`src/sv/dtmr_pkg.sv`:
```
package dtmr_pkg;

	// item kinds
	localparam logic [1:0] MODE_TICK  = 2'd0;
	localparam logic [1:0] MODE_READ  = 2'd1;
	localparam logic [1:0] MODE_WRITE = 2'd2;

	// register words of one counter
	localparam logic [2:0] OFF_LOAD   = 3'd0;
	localparam logic [2:0] OFF_VALUE  = 3'd1;
	localparam logic [2:0] OFF_CTRL   = 3'd2;
	localparam logic [2:0] OFF_INTCLR = 3'd3;
	localparam logic [2:0] OFF_RAW    = 3'd4;
	localparam logic [2:0] OFF_MASKED = 3'd5;
	localparam logic [2:0] OFF_BGLOAD = 3'd6;

	// control word bit positions
	localparam int CTRL_ENABLE   = 7;
	localparam int CTRL_PERIODIC = 6;
	localparam int CTRL_INTEN    = 5;
	localparam int CTRL_LEN32    = 1;
	localparam int CTRL_ONESHOT  = 0;

	localparam logic [7:0]  CTRL_STORED = 8'hEF;
	localparam logic [7:0]  CTRL_RESET  = 8'h20;
	localparam logic [31:0] MASK_16     = 32'h0000_FFFF;
	localparam logic [31:0] ALL_ONES    = 32'hFFFF_FFFF;

	localparam int IRQ_W   = 4;
	localparam int TDATA_W = 40;

	typedef struct packed {
		logic [1:0]  mode;
		logic [2:0]  offset;
		logic [31:0] wdata;
	} dtmr_req_t;

endpackage

```
`src/sv/dual_down_counter_timer_core.sv`:
```
// A request that is accepted sits in the input register; its result, with the new
// counter state, is loaded into the result register when the input register advances.
// Throughput: one request per cycle; a stalled result stalls input only once
// the input register is also full.
// Reset (arst_n low): counts all ones, load words zero, control 0x20, no
// interrupts pending, both pipeline stages empty.
module dual_down_counter_timer_core
	import dtmr_pkg::*;
#(
	parameter int NUM_TIMERS         = 2,
	parameter int COUNTERS_PER_TIMER = 2
) (
	input  logic               clk,
	input  logic               arst_n,
	input  logic               s_axis_tvalid,
	output logic               s_axis_tready,
	// [1:0] timer_select, [2] counter_select, [5:3] reg_offset, [37:6] write_data
	input  logic [TDATA_W-1:0] s_axis_tdata,
	// [1:0] mode
	input  logic [1:0]         s_axis_tuser,
	output logic               m_axis_tvalid,
	input  logic               m_axis_tready,
	// [31:0] read_data, [35:32] irq_lines
	output logic [TDATA_W-1:0] m_axis_tdata
);

	localparam int SLOTS = NUM_TIMERS * COUNTERS_PER_TIMER;

	logic        valid_s1;
	dtmr_req_t   req_s1;
	logic [1:0]  tsel_s1;
	logic        csel_s1;

	logic             valid_s2;
	logic [31:0]      rdata_s2;
	logic [IRQ_W-1:0] irq_s2;

	logic             adv;
	logic [31:0]      slot_rdata [SLOTS];
	logic [SLOTS-1:0] slot_irq;
	logic [31:0]      rdata_all;
	logic [IRQ_W-1:0] irq_all;

	assign adv           = valid_s1 && (!valid_s2 || m_axis_tready);
	assign s_axis_tready = !valid_s1 || adv;

	always_ff @(posedge clk or negedge arst_n) begin
		if (!arst_n) begin
			valid_s1 <= 1'b0;
		end else if (s_axis_tready) begin
			valid_s1 <= s_axis_tvalid;
		end
	end

	always_ff @(posedge clk) begin
		if (s_axis_tready && s_axis_tvalid) begin
			req_s1.mode   <= s_axis_tuser;
			req_s1.offset <= s_axis_tdata[5:3];
			req_s1.wdata  <= s_axis_tdata[37:6];
			tsel_s1       <= s_axis_tdata[1:0];
			csel_s1       <= s_axis_tdata[2];
		end
	end

	for (genvar t = 0; t < NUM_TIMERS; t++) begin : g_timer
		for (genvar k = 0; k < COUNTERS_PER_TIMER; k++) begin : g_counter
			dtmr_slot u_slot (
				.clk      (clk),
				.arst_n   (arst_n),
				.strobe   (adv),
				.sel      ((tsel_s1 == 2'(t)) && (csel_s1 == 1'(k))),
				.req      (req_s1),
				.rdata    (slot_rdata[t*COUNTERS_PER_TIMER+k]),
				.irq_next (slot_irq[t*COUNTERS_PER_TIMER+k])
			);
		end
	end

	// only the selected slot drives a nonzero read word
	always_comb begin
		rdata_all = '0;
		for (int i = 0; i < SLOTS; i++) begin
			rdata_all = rdata_all | slot_rdata[i];
		end
	end

	// drop counters whose interrupt bit falls beyond the vector
	always_comb begin
		irq_all = '0;
		for (int t = 0; t < NUM_TIMERS; t++) begin
			for (int k = 0; k < COUNTERS_PER_TIMER; k++) begin
				if (t * 2 + k < IRQ_W) begin
					irq_all[t*2+k] = slot_irq[t*COUNTERS_PER_TIMER+k];
				end
			end
		end
	end

	always_ff @(posedge clk or negedge arst_n) begin
		if (!arst_n) begin
			valid_s2 <= 1'b0;
		end else if (!valid_s2 || m_axis_tready) begin
			valid_s2 <= valid_s1;
		end
	end

	always_ff @(posedge clk) begin
		if (adv) begin
			rdata_s2 <= rdata_all;
			irq_s2   <= irq_all;
		end
	end

	assign m_axis_tvalid = valid_s2;
	assign m_axis_tdata  = {{(TDATA_W - 32 - IRQ_W){1'b0}}, irq_s2, rdata_s2};

`ifndef SYNTHESIS
	a_rdata_zero: assert property (@(posedge clk) disable iff (!arst_n)
		adv && (req_s1.mode != MODE_READ) |=> m_axis_tdata[31:0] == '0)
		else $error("nonzero read word for a tick or write");

	a_adv_fills: assert property (@(posedge clk) disable iff (!arst_n)
		adv |=> m_axis_tvalid)
		else $error("result register not loaded after advance");

	a_hold_blocks: assert property (@(posedge clk) disable iff (!arst_n)
		valid_s1 && !adv |-> !s_axis_tready)
		else $error("input taken while input register is stalled");

	a_s1_keep: assert property (@(posedge clk) disable iff (!arst_n)
		valid_s1 && !adv |=> valid_s1 && $stable(req_s1))
		else $error("stalled request lost");
`endif

endmodule

```
`src/sv/dtmr_slot.sv`:
```
module dtmr_slot
	import dtmr_pkg::*;
(
	input  logic        clk,
	input  logic        arst_n,
	input  logic        strobe,
	input  logic        sel,
	input  dtmr_req_t   req,
	output logic [31:0] rdata,
	output logic        irq_next
);

	logic [31:0] reload_q, count_q;
	logic [7:0]  ctrl_q;
	logic        raw_q;

	logic [31:0] reload_d, count_d, mask, cur, nxt;
	logic [7:0]  ctrl_d;
	logic        raw_d;

	always_comb begin
		mask     = ctrl_q[CTRL_LEN32] ? ALL_ONES : MASK_16;
		cur      = count_q & mask;
		nxt      = '0;
		reload_d = reload_q;
		count_d  = count_q;
		ctrl_d   = ctrl_q;
		raw_d    = raw_q;
		rdata    = '0;
		unique case (req.mode)
			MODE_TICK: begin
				if (ctrl_q[CTRL_ENABLE]) begin
					if (cur == '0) begin
						if (ctrl_q[CTRL_ONESHOT]) begin
							// one-shot: stay at zero, no new interrupt
							count_d = '0;
						end else begin
							nxt     = ctrl_q[CTRL_PERIODIC] ? (reload_q & mask) : mask;
							count_d = nxt;
							if (nxt == '0) raw_d = 1'b1;
						end
					end else begin
						nxt     = (cur - 32'd1) & mask;
						count_d = nxt;
						if (nxt == '0) raw_d = 1'b1;
					end
				end
			end
			MODE_READ: begin
				if (sel) begin
					unique case (req.offset)
						OFF_LOAD:   rdata = reload_q;
						OFF_VALUE:  rdata = count_q;
						OFF_CTRL:   rdata = {24'd0, ctrl_q};
						OFF_RAW:    rdata = {31'd0, raw_q};
						OFF_MASKED: rdata = {31'd0, raw_q & ctrl_q[CTRL_INTEN]};
						OFF_BGLOAD: rdata = reload_q;
						default:    rdata = '0;
					endcase
				end
			end
			MODE_WRITE: begin
				if (sel) begin
					unique case (req.offset)
						OFF_LOAD: begin
							reload_d = req.wdata;
							count_d  = req.wdata & mask;
						end
						OFF_CTRL:   ctrl_d   = req.wdata[7:0] & CTRL_STORED;
						OFF_INTCLR: raw_d    = 1'b0;
						OFF_BGLOAD: reload_d = req.wdata;
						default: ;
					endcase
				end
			end
			default: ;
		endcase
		irq_next = raw_d & ctrl_d[CTRL_INTEN];
	end

	always_ff @(posedge clk or negedge arst_n) begin
		if (!arst_n) begin
			reload_q <= '0;
			count_q  <= ALL_ONES;
			ctrl_q   <= CTRL_RESET;
			raw_q    <= 1'b0;
		end else if (strobe) begin
			reload_q <= reload_d;
			count_q  <= count_d;
			ctrl_q   <= ctrl_d;
			raw_q    <= raw_d;
		end
	end

endmodule

```
`config.mk`:
```
export PLATFORM = sky130hd
export DESIGN_NAME = dual_down_counter_timer_core
export DESIGN_NICKNAME = d
export VERILOG_FILES = /design/src/sv/dtmr_pkg.sv /design/src/sv/dual_down_counter_timer_core.sv /design/src/sv/dtmr_slot.sv
export SDC_FILE = /design/constraint.sdc
export NUM_CORES = 1
export LEC_CHECK = 0
export CAP_MARGIN = 20
export CORE_MARGIN = 2
export CORE_UTILIZATION = 45
export CTS_CLUSTER_SIZE = 28
export DETAILED_ROUTE_END_ITERATION = 12
export DONT_BUFFER_PORTS = 1
export GPL_TIMING_DRIVEN = 0
export MAX_ROUTING_LAYER = met4
export PLACE_DENSITY = 0.69
export SYNTH_ARGS = -nofsm -noshare
export SYNTH_HDL_FRONTEND = slang
export SYNTH_SLANG_ARGS = --single-unit
```
`constraint.sdc`:
```
create_clock -name clk -period 11.4 [get_ports clk]
set_clock_uncertainty 0.05 [all_clocks]
set_input_delay 1.14 -clock clk [delete_from_list [all_inputs] [get_ports clk]]
set_output_delay 1.14 -clock clk [all_outputs]
set_load 0.005 [all_outputs]
```
[After elaboration in Yosys (flattened, before gate mapping)]
Index checks and enable logic that the tools add are counted.
Cells by class
  add/subtract/negate cells: 4
  equality and inequality tests: 18
  mux-type cells: 88
  bitwise logic cells: 28
  reductions and logical operators: 39
Operators by type and width (number)
  32-bit two-way mux: 36
  32-bit case mux with 5 select lines: 4
  32-bit AND: 16
  32-bit logical NOT: 12
  32-bit case mux with 2 select lines: 4
  32-bit by 1-bit subtractor with 32-bit output (second input constant): 4
  32-bit bitwise OR: 3
  6-bit two-way mux: 12
  4-bit AND reduction: 8
  1-bit two-way mux: 28
  5-bit AND reduction: 4
  2-bit by 1-bit != test with 1-bit output (second input constant): 8
  3-bit == test (second input constant): 3
  1-bit AND: 8
  1-bit case mux with 2 select lines: 4
  3-bit by 2-bit == test with 1-bit output (second input constant): 2
  1-bit logical AND: 6
  2-bit by 1-bit == test with 1-bit output (second input constant): 2
  2-bit logical NOT: 2
  3-bit by 1-bit == test with 1-bit output (second input constant): 1
  3-bit logical NOT: 1
  2-bit == test (second input constant): 1
  1-bit logical NOT: 2
  1-bit logical OR: 2
  4 further kinds: 4
Storage, ports and cells
  register bits after elaboration: 366
  input bits: 46
  output and inout port bits: 42

[Depth between registers and ports, before layout]
  word-level depth: 10
  depth in mapped cells: 13

[Hierarchy]
A second synthesis with hierarchy kept.
Unflattened totals
  cells, all modules: 2825
  area total of the unflattened synthesis: 24350.9 sq um
Modules (own cells, without submodules)
  dtmr_slot (g_timer[0].g_counter[1].u_slot ...): times used 2, cells each 687, area each 5422.7 sq um
  dtmr_slot (g_timer[0].g_counter[0].u_slot): times used 1, cells each 687, area each 5427.7 sq um
  dtmr_slot (g_timer[1].g_counter[1].u_slot): times used 1, cells each 639, area each 5403.9 sq um
  dual_down_counter_timer_core: times used 1, cells each 125, area each 2673.8 sq um

[Worst setup path after synthesis]
OpenSTA, ideal clock, no wires.
  kind: input port to flip-flop
  start point: input port m_axis_tready
  end point: register g_timer[0].g_counter[0].u_slot.ctrl_q[0]
  data arrival time: 3.480 ns
  data required time: 11.225 ns
  path slack: 7.745 ns
  stages: 7
  cells stage by stage: nand2b_1 -> nand2_1 -> clkbuf_1 -> inv_1 -> nand2_1 -> nor3_1 -> mux2_2
On the way
  word-level cells in the longest chain between the ends: 3
Ends and longest elaborated chain
  start, declared: line dual_down_counter_timer_core.sv:22  | input logic m_axis_tready,
  1-bit logical OR: line dual_down_counter_timer_core.sv:44  | assign adv = valid_s1 && (!valid_s2 || m_axis_tready);
  1-bit logical AND: line dual_down_counter_timer_core.sv:44
  net adv: line dual_down_counter_timer_core.sv:38  | logic adv;
  4-bit AND reduction (no line)
  end signal, assigned: line dtmr_slot.sv:90  | ctrl_q <= ctrl_d;
  end, declared: line dtmr_slot.sv:14  | logic [7:0] ctrl_q;
The timed path passes the listed nets, and every way through them passes these cells.
A chain may end at the register's enable or synchronous reset.

[Worst setup path in the final report]
  start point: register req_s1[34] in the netlist's numbering
  end point: register rdata_s2[21] (data pin)
On the way
  word-level cells in the longest chain between the ends: 8
  elaborated cells between the ends (all ways): 22
  classes of those cells: eq/ne (5); mux (12); bitwise (3); reduce/logical (2)
Ends and longest elaborated chain
  start, declared: line dual_down_counter_timer_core.sv:30  | dtmr_req_t req_s1;
  3-bit == test or 3-bit logical NOT (tied branches): line dtmr_slot.sv:51  | unique case (req.offset)
  2-bit OR reduction (no line)
  32-bit case mux with 5 select lines: line dtmr_slot.sv:51
  32-bit two-way mux: line dtmr_slot.sv:50  | if (sel) begin
  32-bit two-way mux: line dtmr_slot.sv:30  | unique case (req.mode)
  32-bit bitwise OR (2 in a row): line dual_down_counter_timer_core.sv:83  | rdata_all = rdata_all | slot_rdata[i];
  32-bit bitwise OR (*): line dual_down_counter_timer_core.sv:83
  net rdata_all[21]: line dual_down_counter_timer_core.sv:41  | logic [31:0] rdata_all;
  end signal, assigned: line dual_down_counter_timer_core.sv:109  | rdata_s2 <= rdata_all;
  end, declared: line dual_down_counter_timer_core.sv:35  | logic [31:0] rdata_s2;
The timed path passes the listed nets; every way through them passes the cells marked *.

==> impl_metrics.ini <==
[outcome]
status = finished clean

[global_routing]
grt_overflow = 0
grt_pass1_vias = 22900
grt_pass1_wl_mm = 175
antenna_found_initial = 8
grt_max_degree = 291
track_usage = 0.474

[route]
num_vias = 24500
drt_iter0_markers = 3891
firstDrtPassIters = 7
via_per_inst = 7.06
wl_per_cell_um = 36.1
remaining_drc_errors = 0
ant_nets = 0
wl_mm = 125

[die]
io_pins = 88
core_area_sq_um = 51500
dieWidth_um = 233
std_cell_rows = 83
fp.dieArea_sq_um = 54200
initial_utilization = 0.457
die_h_um = 233

[worst_setup_path]
cp-end-kind = register
cp_num_buf_inv = 4
crit_required_ps = 11790
crit_start = req_s1[34]
critPathLaunchType = register
rr_endpoint = rdata_s2[21]
cpPeakStageDelay_ps = 890
worstPathCellList = clkbuf_1 -> xnor2_1 -> nor2b_1 -> clkbuf_1 -> clkbuf_1 -> buf_1 -> a22oi_1 -> o22ai_1 -> nor2_1 -> nor2_1
cpMostUsedCell = clkbuf_1
cp-endpoint = rdata_s2[21]
critPathKind = register to register
crit_arrival_ps = 5390
worstRegToRegCells = 10
r2r_slack_ps = 6400
cp.depth = 10
slowest_stage = xnor2_1
worstReg2RegStart = req_s1[34]
worst-path-max-fanout = 10
cpLargestDelayFamily = buffers and inverters

[sta]
tns_ps = 0
grt_setup_unrepaired = false
whs_ps = 227
drv_slew = 0
max-slew-margin-rel = 0.140
setup_viol = 0
fin_crit_ps = 5000
period_share = 0.438
hold_viol = 0
worst_slew_pin_slew_ps = 1290
fmax_ghz = 0.200

[cells_and_area]
layoutNonFillerInstCount = 3477
final_nets = 2813
finalCoreUtilization = 0.508
multiInputGateArea_sq_um = 12600
fill_cells = 4962
syn_to_final_growth_pct = 11.1
seqCellArea_sq_um = 9700
layout-drive-gt1-share = 0.148

[logic_synthesis]
synthFlopType = dfrtp_1
synth_area_leaders = dfrtp_1 17%, dfstp_2 15%, edfxtp_1 9.7%, mux2_2 6.8%, nor2_1 3.9%
ys_types = 80
async_flop_share = 0.792
synth-simple-area-share = 0.204
syn_area_per_cell_sq_um = 8.77
synth_area_sq_um = 23600
ys_ff_latch = 366
yosysMostFrequentCell = nor2_1
synth_top_family_by_area = compound AO/OA/AOI/OAI gates
yosys.area_share.xor_xnor = 0.0375
yosys-top-cells-count = 245 x nor2_1, 220 x nand2_1, 216 x clkbuf_1, 158 x a21oi_1, 158 x dfrtp_1
synth_largest_area_cell = dfrtp_1
synth_edf_count = 76
synthAdderAreaFrac = 0.00637
synth_compound_area_frac = 0.207
syn-instance-count = 2687
ys.warnings.count = 0
synth_seq_area_share = 0.412
synthDominantCellAreaShare = 0.168
synthMuxAreaShare = 0.0798

[placed_design]
io_buffer_count = 0
routabilityCongestion = 1.19
dp.cells = 3385
hpwl_mm = 93.5

[clocking]
numCtsBuffers = 43
cts.clk_slew.worst_paths_ps = 60
cts_tree = yes
cts_resized = 0
clock_sinks = 366
clock_path_buffers = 3
root_buffer = clkbuf_16
htreeDepth = 2
post_cts.repair.setup_buffers = 0
cts-hold-fix-buffers = 0
clock_latency_ps = 600

[run]
cap_viol_max_count = 0

[power_and_ir_drop]
power_density_nw_per_um2 = 168
p_int_mw = 2.78
combPwrFrac = 0.281
switching_share = 0.368
pwr-share-seq = 0.383
ir_drop_v = 0.000135
p_sw_mw = 1.62
p_leak_nw = 10.0
clkPwrFrac = 0.336

[hold_path]
min_path_type = input pin to async pin
worst min path at each step:
stage / slack [ps] / endpoint / from
3_5_place_dp: 440 / m_axis_tvalid / valid_s1
2_1_floorplan: 410 / m_axis_tvalid / valid_s1
4_1_cts: 180 / g_timer[0].g_counter[1].u_slot.reload_q[21] / arst_n
5_1_grt: 210 / g_timer[0].g_counter[1].u_slot.ctrl_q[1] / arst_n
3_3_place_gp: 430 / m_axis_tvalid / valid_s1
6_report: 230 / g_timer[0].g_counter[1].u_slot.ctrl_q[1] / arst_n
kinds of logic (layout without fill, tap and decap cells):
kind of cell | after synthesis | count (layout)
and+or+nand+nor | 953 | 953
AOI/OAI and AO/OA | 760 | 760
DFF | 366 | 366
buffers and inverters | 325 | 424
muxes | 170 | 170
xor gates and xnor gates | 100 | 100
adders and majority gates | 12 | 12
other | 1 | 12
final cells by class:
type                    count  area share
clock buffers              58      0.0469
flip-flops and latches    366       0.371
plain buffers             259      0.0393
inverters                  66     0.00947
multi-input cells        1999       0.482
repair buffers             20     0.00913
clock inverters            21     0.00909
diodes                      8    0.000765
well taps                 680      0.0325
routing by layer:
| metal | global-route usage | part of all wire | vias up |
|---|---|---|---|
| met5 | - | 0 | - |
| met4 | 0.328 | 0.084 | 0 |
| met3 | 0.103 | 0.12 | 468 |
| met2 | 0.658 | 0.41 | 2025 |
| met1 | 0.612 | 0.39 | 12000 |
| li1 | - | - | 10000 |
layout by cell type (no fill, tap or decap), types with 72 or more instances in the layout:
cell      count
mux2_2      142
o21ai_0     150
nand2_1     220
o31ai_1      72
dfrtp_1     158
nor4_1       80
dfstp_2     132
a22oi_1     107
nor3_1      113
a21oi_1     158
clkbuf_1    225
edfxtp_1     76
nor2_1      245
state kept, by name, summed over array words and instances, names as in the netlist:
name	count
tsel_s1	2
g_timer.g_counter.u_slot.raw_q	4
req_s1	37
m_axis_tvalid	1
g_timer.g_counter.u_slot.reload_q	128
g_timer.g_counter.u_slot.count_q	128
rdata_s2	32
csel_s1	1
irq_s2	4
valid_s1	1
g_timer.g_counter.u_slot.ctrl_q	28
per-stage QoR:
stage | instance area, sq um | power, mW | setup WS (ps)
2_1_floorplan | 23600 | 2.41 | 7750
3_3_place_gp | 24400 | 2.84 | 5710
3_5_place_dp | 24600 | 2.86 | 6570
4_1_cts | 26100 | 4.33 | 6550
5_1_grt | 26200 | 4.51 | 6450
6_report | 26200 | 4.39 | 6400
power by group through the flow:
stage               combinational [mW]  sequential [mW]  clock (mW)
finish                            1.23             1.68        1.48
global route                      1.31             1.68        1.52
CTS                               1.18             1.66        1.48
detailed placement                1.18             1.69           0
global placement                  1.16             1.68           0
floorplan                        0.821             1.58           0
Power figures use the tool's default switching activity.
